==> src/rtl/zfre_pkg.sv <==
// shared types and constants for the zero/ff run escape encoder
package zfre_pkg;

  localparam int unsigned MaxBytes  = 5;
  localparam int unsigned NumWidth  = $clog2(MaxBytes + 1);
  localparam int unsigned FifoDepth = 2;

  localparam logic [7:0]  RunByte  = 8'hFF;
  localparam logic [7:0]  ZeroByte = 8'h00;
  localparam logic [7:0]  OnesFlag = 8'h80;
  localparam logic [7:0]  TermByte = 8'h00;
  localparam logic [15:0] LenMax   = 16'hFFFF;

  typedef struct packed {
    logic [7:0] raw_byte;
    logic       is_final;
  } in_item_t;

  typedef struct packed {
    logic [7:0]  coded_byte;
    logic        burst_end;
    logic        stream_done;
    logic [15:0] coded_length;
  } out_item_t;

  // bytes an item turns into, in emit order
  typedef struct packed {
    logic [MaxBytes-1:0][7:0] bytes;
    logic [NumWidth-1:0]      num;
    logic                     done;
  } cmd_t;

  typedef struct packed {
    logic full;
    logic empty;
  } fifo_status_t;

endpackage

==> src/rtl/zero_ff_run_escape_encoder.sv <==
// top level of the zero/ff run escape encoder
//
// input channel: one raw byte per item with is_final on the last byte of a
// buffer; accepted when in_valid_i is high and in_stall_o is low.
// output channel: one coded byte per item, with burst_end on the last byte
// caused by an input item and stream_done plus coded_length on the 0x00
// terminator; taken when out_valid_o is high and out_stall_i is low.
// an input item causes zero to five output bytes. the front end classifies
// a byte in the cycle it is accepted and queues its byte list; the output
// stage sends one byte per cycle from its output register while the
// receiver does not stall. the first byte of an item is written into the
// queue and then loaded into the output register. the queue lets the
// front end accept new items while earlier bytes are still being sent.
// alternating 0x00/0xff input gives two output bytes per item.
// reset clears the run state, the length count, the queue and the output
// valid flag. when the receiver stalls, the output register holds, the
// queue fills and in_stall_o rises once two byte lists are waiting.
module zero_ff_run_escape_encoder #(
  parameter int unsigned MAX_RUN = 127
) (
  input  logic                clk_i,
  input  logic                rst_ni,
  input  logic                in_valid_i,
  output logic                in_stall_o,
  input  zfre_pkg::in_item_t  in_item_i,
  output logic                out_valid_o,
  input  logic                out_stall_i,
  output zfre_pkg::out_item_t out_item_o
);

  zfre_pkg::cmd_t         cmd, head;
  zfre_pkg::fifo_status_t status;
  logic                   cmd_valid, pop;

  zfre_front #(
    .MAX_RUN(MAX_RUN)
  ) u_front (
    .clk_i      (clk_i),
    .rst_ni     (rst_ni),
    .in_valid_i (in_valid_i),
    .in_stall_o (in_stall_o),
    .in_item_i  (in_item_i),
    .cmd_full_i (status.full),
    .cmd_valid_o(cmd_valid),
    .cmd_o      (cmd)
  );

  zfre_fifo u_fifo (
    .clk_i      (clk_i),
    .rst_ni     (rst_ni),
    .push_i     (cmd_valid),
    .push_data_i(cmd),
    .pop_i      (pop),
    .head_o     (head),
    .status_o   (status)
  );

  zfre_back u_back (
    .clk_i      (clk_i),
    .rst_ni     (rst_ni),
    .head_i     (head),
    .status_i   (status),
    .pop_o      (pop),
    .out_valid_o(out_valid_o),
    .out_stall_i(out_stall_i),
    .out_item_o (out_item_o)
  );

endmodule

==> src/rtl/zfre_front.sv <==
// front end: accepts bytes, tracks the open run and builds the byte list per item
module zfre_front #(
  parameter int unsigned MAX_RUN = 127
) (
  input  logic              clk_i,
  input  logic              rst_ni,
  input  logic              in_valid_i,
  output logic              in_stall_o,
  input  zfre_pkg::in_item_t in_item_i,
  input  logic              cmd_full_i,
  output logic              cmd_valid_o,
  output zfre_pkg::cmd_t    cmd_o
);

  logic       run_open_q, run_open_d;
  logic       run_ones_q, run_ones_d;
  logic [6:0] run_count_q, run_count_d;
  logic       accept;
  logic       is_run_byte;
  logic       byte_ones;
  zfre_pkg::cmd_t cmd;

  assign accept      = in_valid_i && !cmd_full_i;
  assign in_stall_o  = cmd_full_i;
  assign is_run_byte = (in_item_i.raw_byte == zfre_pkg::ZeroByte) ||
                       (in_item_i.raw_byte == zfre_pkg::RunByte);
  assign byte_ones   = (in_item_i.raw_byte == zfre_pkg::RunByte);

  always_comb begin
    cmd         = '0;
    run_open_d  = run_open_q;
    run_ones_d  = run_ones_q;
    run_count_d = run_count_q;

    if (is_run_byte) begin
      // value change closes the open run
      if (run_open_d && (run_ones_d != byte_ones)) begin
        cmd.bytes[cmd.num] = zfre_pkg::RunByte;
        cmd.num = cmd.num + 1'b1;
        cmd.bytes[cmd.num] = (run_ones_d ? zfre_pkg::OnesFlag : 8'h00) | {1'b0, run_count_d};
        cmd.num = cmd.num + 1'b1;
        run_open_d  = 1'b0;
        run_ones_d  = 1'b0;
        run_count_d = '0;
      end
      if (!run_open_d) begin
        run_open_d  = 1'b1;
        run_ones_d  = byte_ones;
        run_count_d = '0;
      end
      run_count_d = run_count_d + 7'd1;
      if (run_count_d >= 7'(MAX_RUN)) begin
        cmd.bytes[cmd.num] = zfre_pkg::RunByte;
        cmd.num = cmd.num + 1'b1;
        cmd.bytes[cmd.num] = (run_ones_d ? zfre_pkg::OnesFlag : 8'h00) | {1'b0, run_count_d};
        cmd.num = cmd.num + 1'b1;
        run_open_d  = 1'b0;
        run_ones_d  = 1'b0;
        run_count_d = '0;
      end
    end else begin
      if (run_open_d) begin
        cmd.bytes[cmd.num] = zfre_pkg::RunByte;
        cmd.num = cmd.num + 1'b1;
        cmd.bytes[cmd.num] = (run_ones_d ? zfre_pkg::OnesFlag : 8'h00) | {1'b0, run_count_d};
        cmd.num = cmd.num + 1'b1;
      end
      run_open_d  = 1'b0;
      run_ones_d  = 1'b0;
      run_count_d = '0;
      cmd.bytes[cmd.num] = in_item_i.raw_byte;
      cmd.num = cmd.num + 1'b1;
    end

    if (in_item_i.is_final) begin
      if (run_open_d) begin
        cmd.bytes[cmd.num] = zfre_pkg::RunByte;
        cmd.num = cmd.num + 1'b1;
        cmd.bytes[cmd.num] = (run_ones_d ? zfre_pkg::OnesFlag : 8'h00) | {1'b0, run_count_d};
        cmd.num = cmd.num + 1'b1;
      end
      cmd.bytes[cmd.num] = zfre_pkg::TermByte;
      cmd.num  = cmd.num + 1'b1;
      cmd.done = 1'b1;
      run_open_d  = 1'b0;
      run_ones_d  = 1'b0;
      run_count_d = '0;
    end
  end

  assign cmd_valid_o = accept && (cmd.num != '0);
  assign cmd_o       = cmd;

  always_ff @(posedge clk_i or negedge rst_ni) begin
    if (!rst_ni) begin
      run_open_q  <= 1'b0;
      run_ones_q  <= 1'b0;
      run_count_q <= '0;
    end else if (accept) begin
      run_open_q  <= run_open_d;
      run_ones_q  <= run_ones_d;
      run_count_q <= run_count_d;
    end
  end

endmodule

==> src/rtl/zfre_fifo.sv <==
// short command queue between front end and output stage
module zfre_fifo (
  input  logic                  clk_i,
  input  logic                  rst_ni,
  input  logic                  push_i,
  input  zfre_pkg::cmd_t        push_data_i,
  input  logic                  pop_i,
  output zfre_pkg::cmd_t        head_o,
  output zfre_pkg::fifo_status_t status_o
);

  localparam int unsigned PtrWidth = (zfre_pkg::FifoDepth > 1) ?
                                     $clog2(zfre_pkg::FifoDepth) : 1;
  localparam int unsigned CntWidth = $clog2(zfre_pkg::FifoDepth + 1);

  zfre_pkg::cmd_t        mem_q [zfre_pkg::FifoDepth];
  logic [PtrWidth-1:0]   wr_ptr_q, rd_ptr_q;
  logic [CntWidth-1:0]   count_q;
  logic                  do_push, do_pop;

  assign status_o.full  = (count_q == CntWidth'(zfre_pkg::FifoDepth));
  assign status_o.empty = (count_q == '0);
  assign do_push        = push_i && !status_o.full;
  assign do_pop         = pop_i && !status_o.empty;
  assign head_o         = mem_q[rd_ptr_q];

  always_ff @(posedge clk_i or negedge rst_ni) begin
    if (!rst_ni) begin
      wr_ptr_q <= '0;
      rd_ptr_q <= '0;
      count_q  <= '0;
    end else begin
      if (do_push) begin
        wr_ptr_q <= (wr_ptr_q == PtrWidth'(zfre_pkg::FifoDepth - 1)) ? '0 : wr_ptr_q + 1'b1;
      end
      if (do_pop) begin
        rd_ptr_q <= (rd_ptr_q == PtrWidth'(zfre_pkg::FifoDepth - 1)) ? '0 : rd_ptr_q + 1'b1;
      end
      if (do_push && !do_pop) begin
        count_q <= count_q + 1'b1;
      end else if (do_pop && !do_push) begin
        count_q <= count_q - 1'b1;
      end
    end
  end

  always_ff @(posedge clk_i) begin
    if (do_push) begin
      mem_q[wr_ptr_q] <= push_data_i;
    end
  end

endmodule

==> src/rtl/zfre_back.sv <==
// output stage: emits queued bytes one per cycle unless stalled and counts the buffer length
module zfre_back (
  input  logic                   clk_i,
  input  logic                   rst_ni,
  input  zfre_pkg::cmd_t         head_i,
  input  zfre_pkg::fifo_status_t status_i,
  output logic                   pop_o,
  output logic                   out_valid_o,
  input  logic                   out_stall_i,
  output zfre_pkg::out_item_t    out_item_o
);

  logic [zfre_pkg::NumWidth-1:0] idx_q;
  logic [15:0]                   count_q;
  logic [15:0]                   count_inc;
  logic                          out_valid_q;
  zfre_pkg::out_item_t           out_q;
  logic                          load, take, last;

  assign load      = !out_valid_q || !out_stall_i;
  assign take      = load && !status_i.empty;
  assign last      = (idx_q == head_i.num - 1'b1);
  assign pop_o     = take && last;
  assign count_inc = (count_q == zfre_pkg::LenMax) ? count_q : count_q + 16'd1;

  always_ff @(posedge clk_i or negedge rst_ni) begin
    if (!rst_ni) begin
      out_valid_q <= 1'b0;
      idx_q       <= '0;
      count_q     <= '0;
    end else begin
      if (load) begin
        out_valid_q <= !status_i.empty;
      end
      if (take) begin
        idx_q   <= last ? '0 : idx_q + 1'b1;
        count_q <= (last && head_i.done) ? '0 : count_inc;
      end
    end
  end

  always_ff @(posedge clk_i) begin
    if (take) begin
      out_q.coded_byte   <= head_i.bytes[idx_q];
      out_q.burst_end    <= last;
      out_q.stream_done  <= last && head_i.done;
      out_q.coded_length <= (last && head_i.done) ? count_inc : '0;
    end
  end

  assign out_valid_o = out_valid_q;
  assign out_item_o  = out_q;

endmodule

==> config.mk <==
export PLATFORM = sky130hd
export DESIGN_NAME = zero_ff_run_escape_encoder
export DESIGN_NICKNAME = d
export VERILOG_FILES = /design/src/rtl/zfre_pkg.sv /design/src/rtl/zero_ff_run_escape_encoder.sv /design/src/rtl/zfre_front.sv /design/src/rtl/zfre_fifo.sv /design/src/rtl/zfre_back.sv
export SDC_FILE = /design/constraint.sdc
export NUM_CORES = 1
export LEC_CHECK = 0
export ABC_CLOCK_PERIOD_IN_PS = 8000
export BUFFER_PORTS_ARGS = -buffer_cell sky130_fd_sc_hd__buf_4
export CORE_AREA = 2 2 140 142
export CTS_CLUSTER_DIAMETER = 50
export CTS_CLUSTER_SIZE = 16
export DETAILED_ROUTE_END_ITERATION = 8
export DIE_AREA = 0 0 142 144
export SKIP_LAST_GASP = 1
export SLEW_MARGIN = 20
export SYNTH_ARGS = -nofsm -noshare
export SYNTH_HDL_FRONTEND = slang
export SYNTH_HIERARCHICAL = 1
export SYNTH_SLANG_ARGS = --single-unit
==> constraint.sdc <==
create_clock -name clk_i -period 8 [get_ports clk_i]
set_clock_uncertainty 0.05 [all_clocks]
set_input_delay 0.8 -clock clk_i [delete_from_list [all_inputs] [get_ports clk_i]]
set_output_delay 0.8 -clock clk_i [all_outputs]
set_load 0.05 [all_outputs]
==> results_dict.tcl <==
set metrics [dict create \
    synth_commonest_cells "edfxtp_1, nand2_1, mux2_4, nor2_1, o21ai_0" \
    path_class "input pin to register" \
    achievable_clock_frequency_mhz 185 \
    critical_path.startpoint "in_item_i[7]" \
    crit_chain "buf_4 > nand4_1 > nor3_1 > or2_2 > nor2_1 > and2_1 > ha_1 > or3_1 > a21oi_1 > and3_1 > inv_8 > ha_1 > nor2_1 > a31oi_1 > nand2_1 > nor2_4 > buf_4" \
    tritoncts "done" \
    clkLatencyLatePin_ns 0.42 \
    worst_path_largest_cell_delay_ns 0.69 \
    end_kind "register" \
    share_of_flip_flops_with_an_asynchronous_set_or_reset_after_synthesis_pct 22.4 \
    vdd.ir_drop.worst_v 0.000152 \
    count_of_port_buffers_added_during_placement 40 \
    synthAdderAreaFrac_pct 1.35 \
    filler_cell_count 1732 \
    postSynth.topFlopCell "edfxtp_1" \
    synthMostInstantiatedCell "edfxtp_1" \
    synth_area_per_cell_um2 12.6 \
    flow.area_growth_from_synthesis_pct 14.1 \
    worstPathMaxFanout 28 \
    synthSimpleGateAreaFrac_pct 14.2 \
    clk_pin_slew_ns 0.06 \
    nets 641 \
    yosys_warnings 6 \
    critical-path-top-delay-family "simple AND/OR/NAND/NOR gates" \
    synthXorXnorAreaFrac_pct 1.96 \
    dr.pass1.iters 5 \
    count_of_buffering_cells_on_the_critical_path_with_inverters_included 3 \
    dr.first_iter.drc_count 518 \
    hold_class "input pin to async pin" \
    htree_levels 4 \
    via_count_of_the_first_global_routing_pass 4515 \
    worstReg2RegStart "u_front/run_ones_q$_DFFE_PN0P_" \
    antenna_left 0 \
    worst_hold_slack_ns 0.283 \
    postCtsHoldBufs 0 \
    synth.ff_latch_count 147 \
    synth-seq-area-share_pct 57.3 \
    crit_path_top_delay_cell "nor2_4" \
    synth_largest_type_area_fraction_pct 46.1 \
    detail_route.wl_per_cell_um 18.2 \
    post_route_wl_um 15800 \
    core_area_um2 19100 \
    period_minus_slack_ns 5.41 \
    min_period_over_period_pct 67.6 \
    finalCoreUtilization_pct 44.4 \
    clk_path_buf_depth 2 \
    post_route_cells_drive_above_1_share_pct 23.2 \
    total_leakage_power_nw 3.20 \
    syn_inst 590 \
    timing.rr.end "u_fifo/mem_q[0][28]$_DFFE_PP_" \
    postLayoutCellArea_um2 8460 \
    place.detailed.instances 839 \
    slew_headroom_pct 31.3 \
    post-cts-setup-buffers 0 \
    dieArea_um2 20400 \
    muxShareOfSynthArea_pct 11.7 \
    setup_total_negative_slack_ns 0 \
    synthesis.nets 611 \
    netlist.top_cell.by_area "edfxtp_1" \
    synth_cell_types 65 \
    setup_viol 0 \
    grt-ovfl-total 0 \
    clock_sink_count 147 \
    grt_setup_unrepaired "false" \
    via_count 4894 \
    worstMarginPinSlew_ns 1.03 \
    final_hold_viol_count 0 \
    number_of_flops_mapped_to_enable_cells_by_yosys 114 \
    die_h_um 144 \
    ff2ff_setup_slack_ns 2.79 \
    globalplace.congestion 0.945 \
    cell_types_occupying_the_most_area_after_synthesis "edfxtp_1, dfrtp_1, mux2_4" \
    power_density_nw_per_um2 372 \
    grt_use_total_pct 15.9 \
    cts_made_buffers 17 \
    cell_area_after_placement_um2 7830 \
    io_pins 41 \
    count_of_inserted_antenna_diode_cells 0 \
    worst-endpoint-arrival_ns 5.47 \
    drc_errors 0 \
    result_of_the_run "completed" \
    grt_start_max_net_pins 46 \
    route.detailed.vias_per_inst 5.62 \
    combinational_family_with_the_most_area_after_synthesis "simple AND/OR/NAND/NOR gates" \
    req_time_crit_path_ns 8.06 \
    synth_area_um2 7420 \
    floorplan.rows 51 \
    max_cap_violations 0 \
    dp_hpwl_um 10700 \
    synth_compound_area_share_pct 8.97 \
    fin_cells 871 \
    buffer_cell_driving_the_clock_tree_root "clkbuf_16" \
    critPathLaunchType "input pin" \
    grt_pass1_wl_um 25000 \
    rr_worst_depth 15 \
    cts-resized-gates 0 \
    slew_violations 0 \
    die_width_um 142 \
    floorplan.initialDensity_pct 38.9 \
    grt_antenna_before_repair 0 \
]
## per-layer routing
layer,vias to the layer above,global-route usage (%),part of all wire (%)
met5,-,0,0
met4,0,4.58,0.78
met3,13,3.51,5.2
met2,181,25.0,48
met1,2399,22.4,46
li1,2301,-,-
## cell type report
type | instances | area (um2) | area share (%)
clock buffer | 18 | 429 | 5.07
clock inverter | 14 | 199 | 2.35
inverter | 26 | 105 | 1.24
multi-input combinational | 383 | 2850 | 33.6
sequential | 147 | 4250 | 50.2
tap | 238 | 298 | 3.52
timing repair buffer | 45 | 338 | 3.99
## sequential cells by signal (all words and copies together) (netlist names)
register and flops:
u_back/count_q 16, u_back/idx_q 3, u_back/out_item_o 26, u_back/out_valid_o 1, u_fifo/count_q 2, u_fifo/mem_q 88
u_fifo/rd_ptr_q 1, u_fifo/wr_ptr_q 1, u_front/run_count_q 7, u_front/run_ones_q 1, u_front/run_open_q 1
## where the power goes
part,internal [mW],switching [mW],total [mW]
Clock,0.526,0.315,0.841
Combinational,0.430,0.648,1.08
Sequential,1.09,0.137,1.23
## how the worst max path moves through the flow
stage,endpoint,slack [ns],depth (start not counted)
finish,u_fifo/mem_q[0][28]$_DFFE_PP_,2.59,17
CTS,u_fifo/mem_q[0][1]$_DFFE_PP_,2.66,17
detailed placement,u_fifo/mem_q[0][36]$_DFFE_PP_,2.24,17
global route,u_fifo/mem_q[0][42]$_DFFE_PP_,2.16,17
global placement,u_fifo/mem_q[0][36]$_DFFE_PP_,2.38,17
floorplan,u_fifo/mem_q[0][0]$_DFFE_PP_,1.96,17
## kinds of logic after synthesis
family / Yosys count
multiplexers: 56
flip-flops: 147
AO/OA/AOI/OAI: 107
buffers and inverters: 60
XOR/XNOR: 15
AND/OR/NAND/NOR: 197
adder cells (fa/ha/maj): 8
## per-stage QoR
step	setup slack, ns	total power, mW
after floorplan	1.96	2.08
after global placement	2.38	2.31
after detailed placement	2.24	2.33
after CTS	2.66	3.17
after global routing	2.16	3.30
final	2.59	3.15
## cells in the final DEF, fill, tap and decap left out, types with 3 or more instances in the layout
| cell type | synthesis | final |
|---|---|---|
| clkbuf_16 | 0 | 17 |
| a31oi_1 | 4 | 4 |
| nor4_1 | 9 | 9 |
| inv_6 | 0 | 5 |
| or4_1 | 5 | 5 |
| dfrtp_1 | 33 | 32 |
| o22ai_1 | 5 | 5 |
| nor2_1 | 38 | 37 |
| bufinv_16 | 0 | 4 |
| inv_1 | 24 | 24 |
| and4_1 | 8 | 8 |
| nand4_1 | 13 | 13 |
| o21ai_1 | 4 | 4 |
| and3_1 | 7 | 6 |
| nand2b_1 | 4 | 4 |
| mux2_4 | 39 | 39 |
| nor3_1 | 14 | 14 |
| or2_2 | 3 | 3 |
| a22o_1 | 4 | 4 |
| xor2_1 | 8 | 8 |
| o21ai_0 | 36 | 36 |
| o31ai_1 | 7 | 7 |
| nand2_1 | 51 | 51 |
| mux4_2 | 8 | 8 |
| buf_4 | 3 | 45 |
| clkinvlp_4 | 0 | 3 |
| or3_1 | 13 | 13 |
| a21oi_1 | 25 | 25 |
| mux2_2 | 7 | 7 |
| and2_1 | 6 | 6 |
| edfxtp_1 | 114 | 114 |
| xnor2_1 | 6 | 6 |
| ha_1 | 8 | 8 |
| nand3_1 | 15 | 15 |
Power figures use the tool's default switching activity.
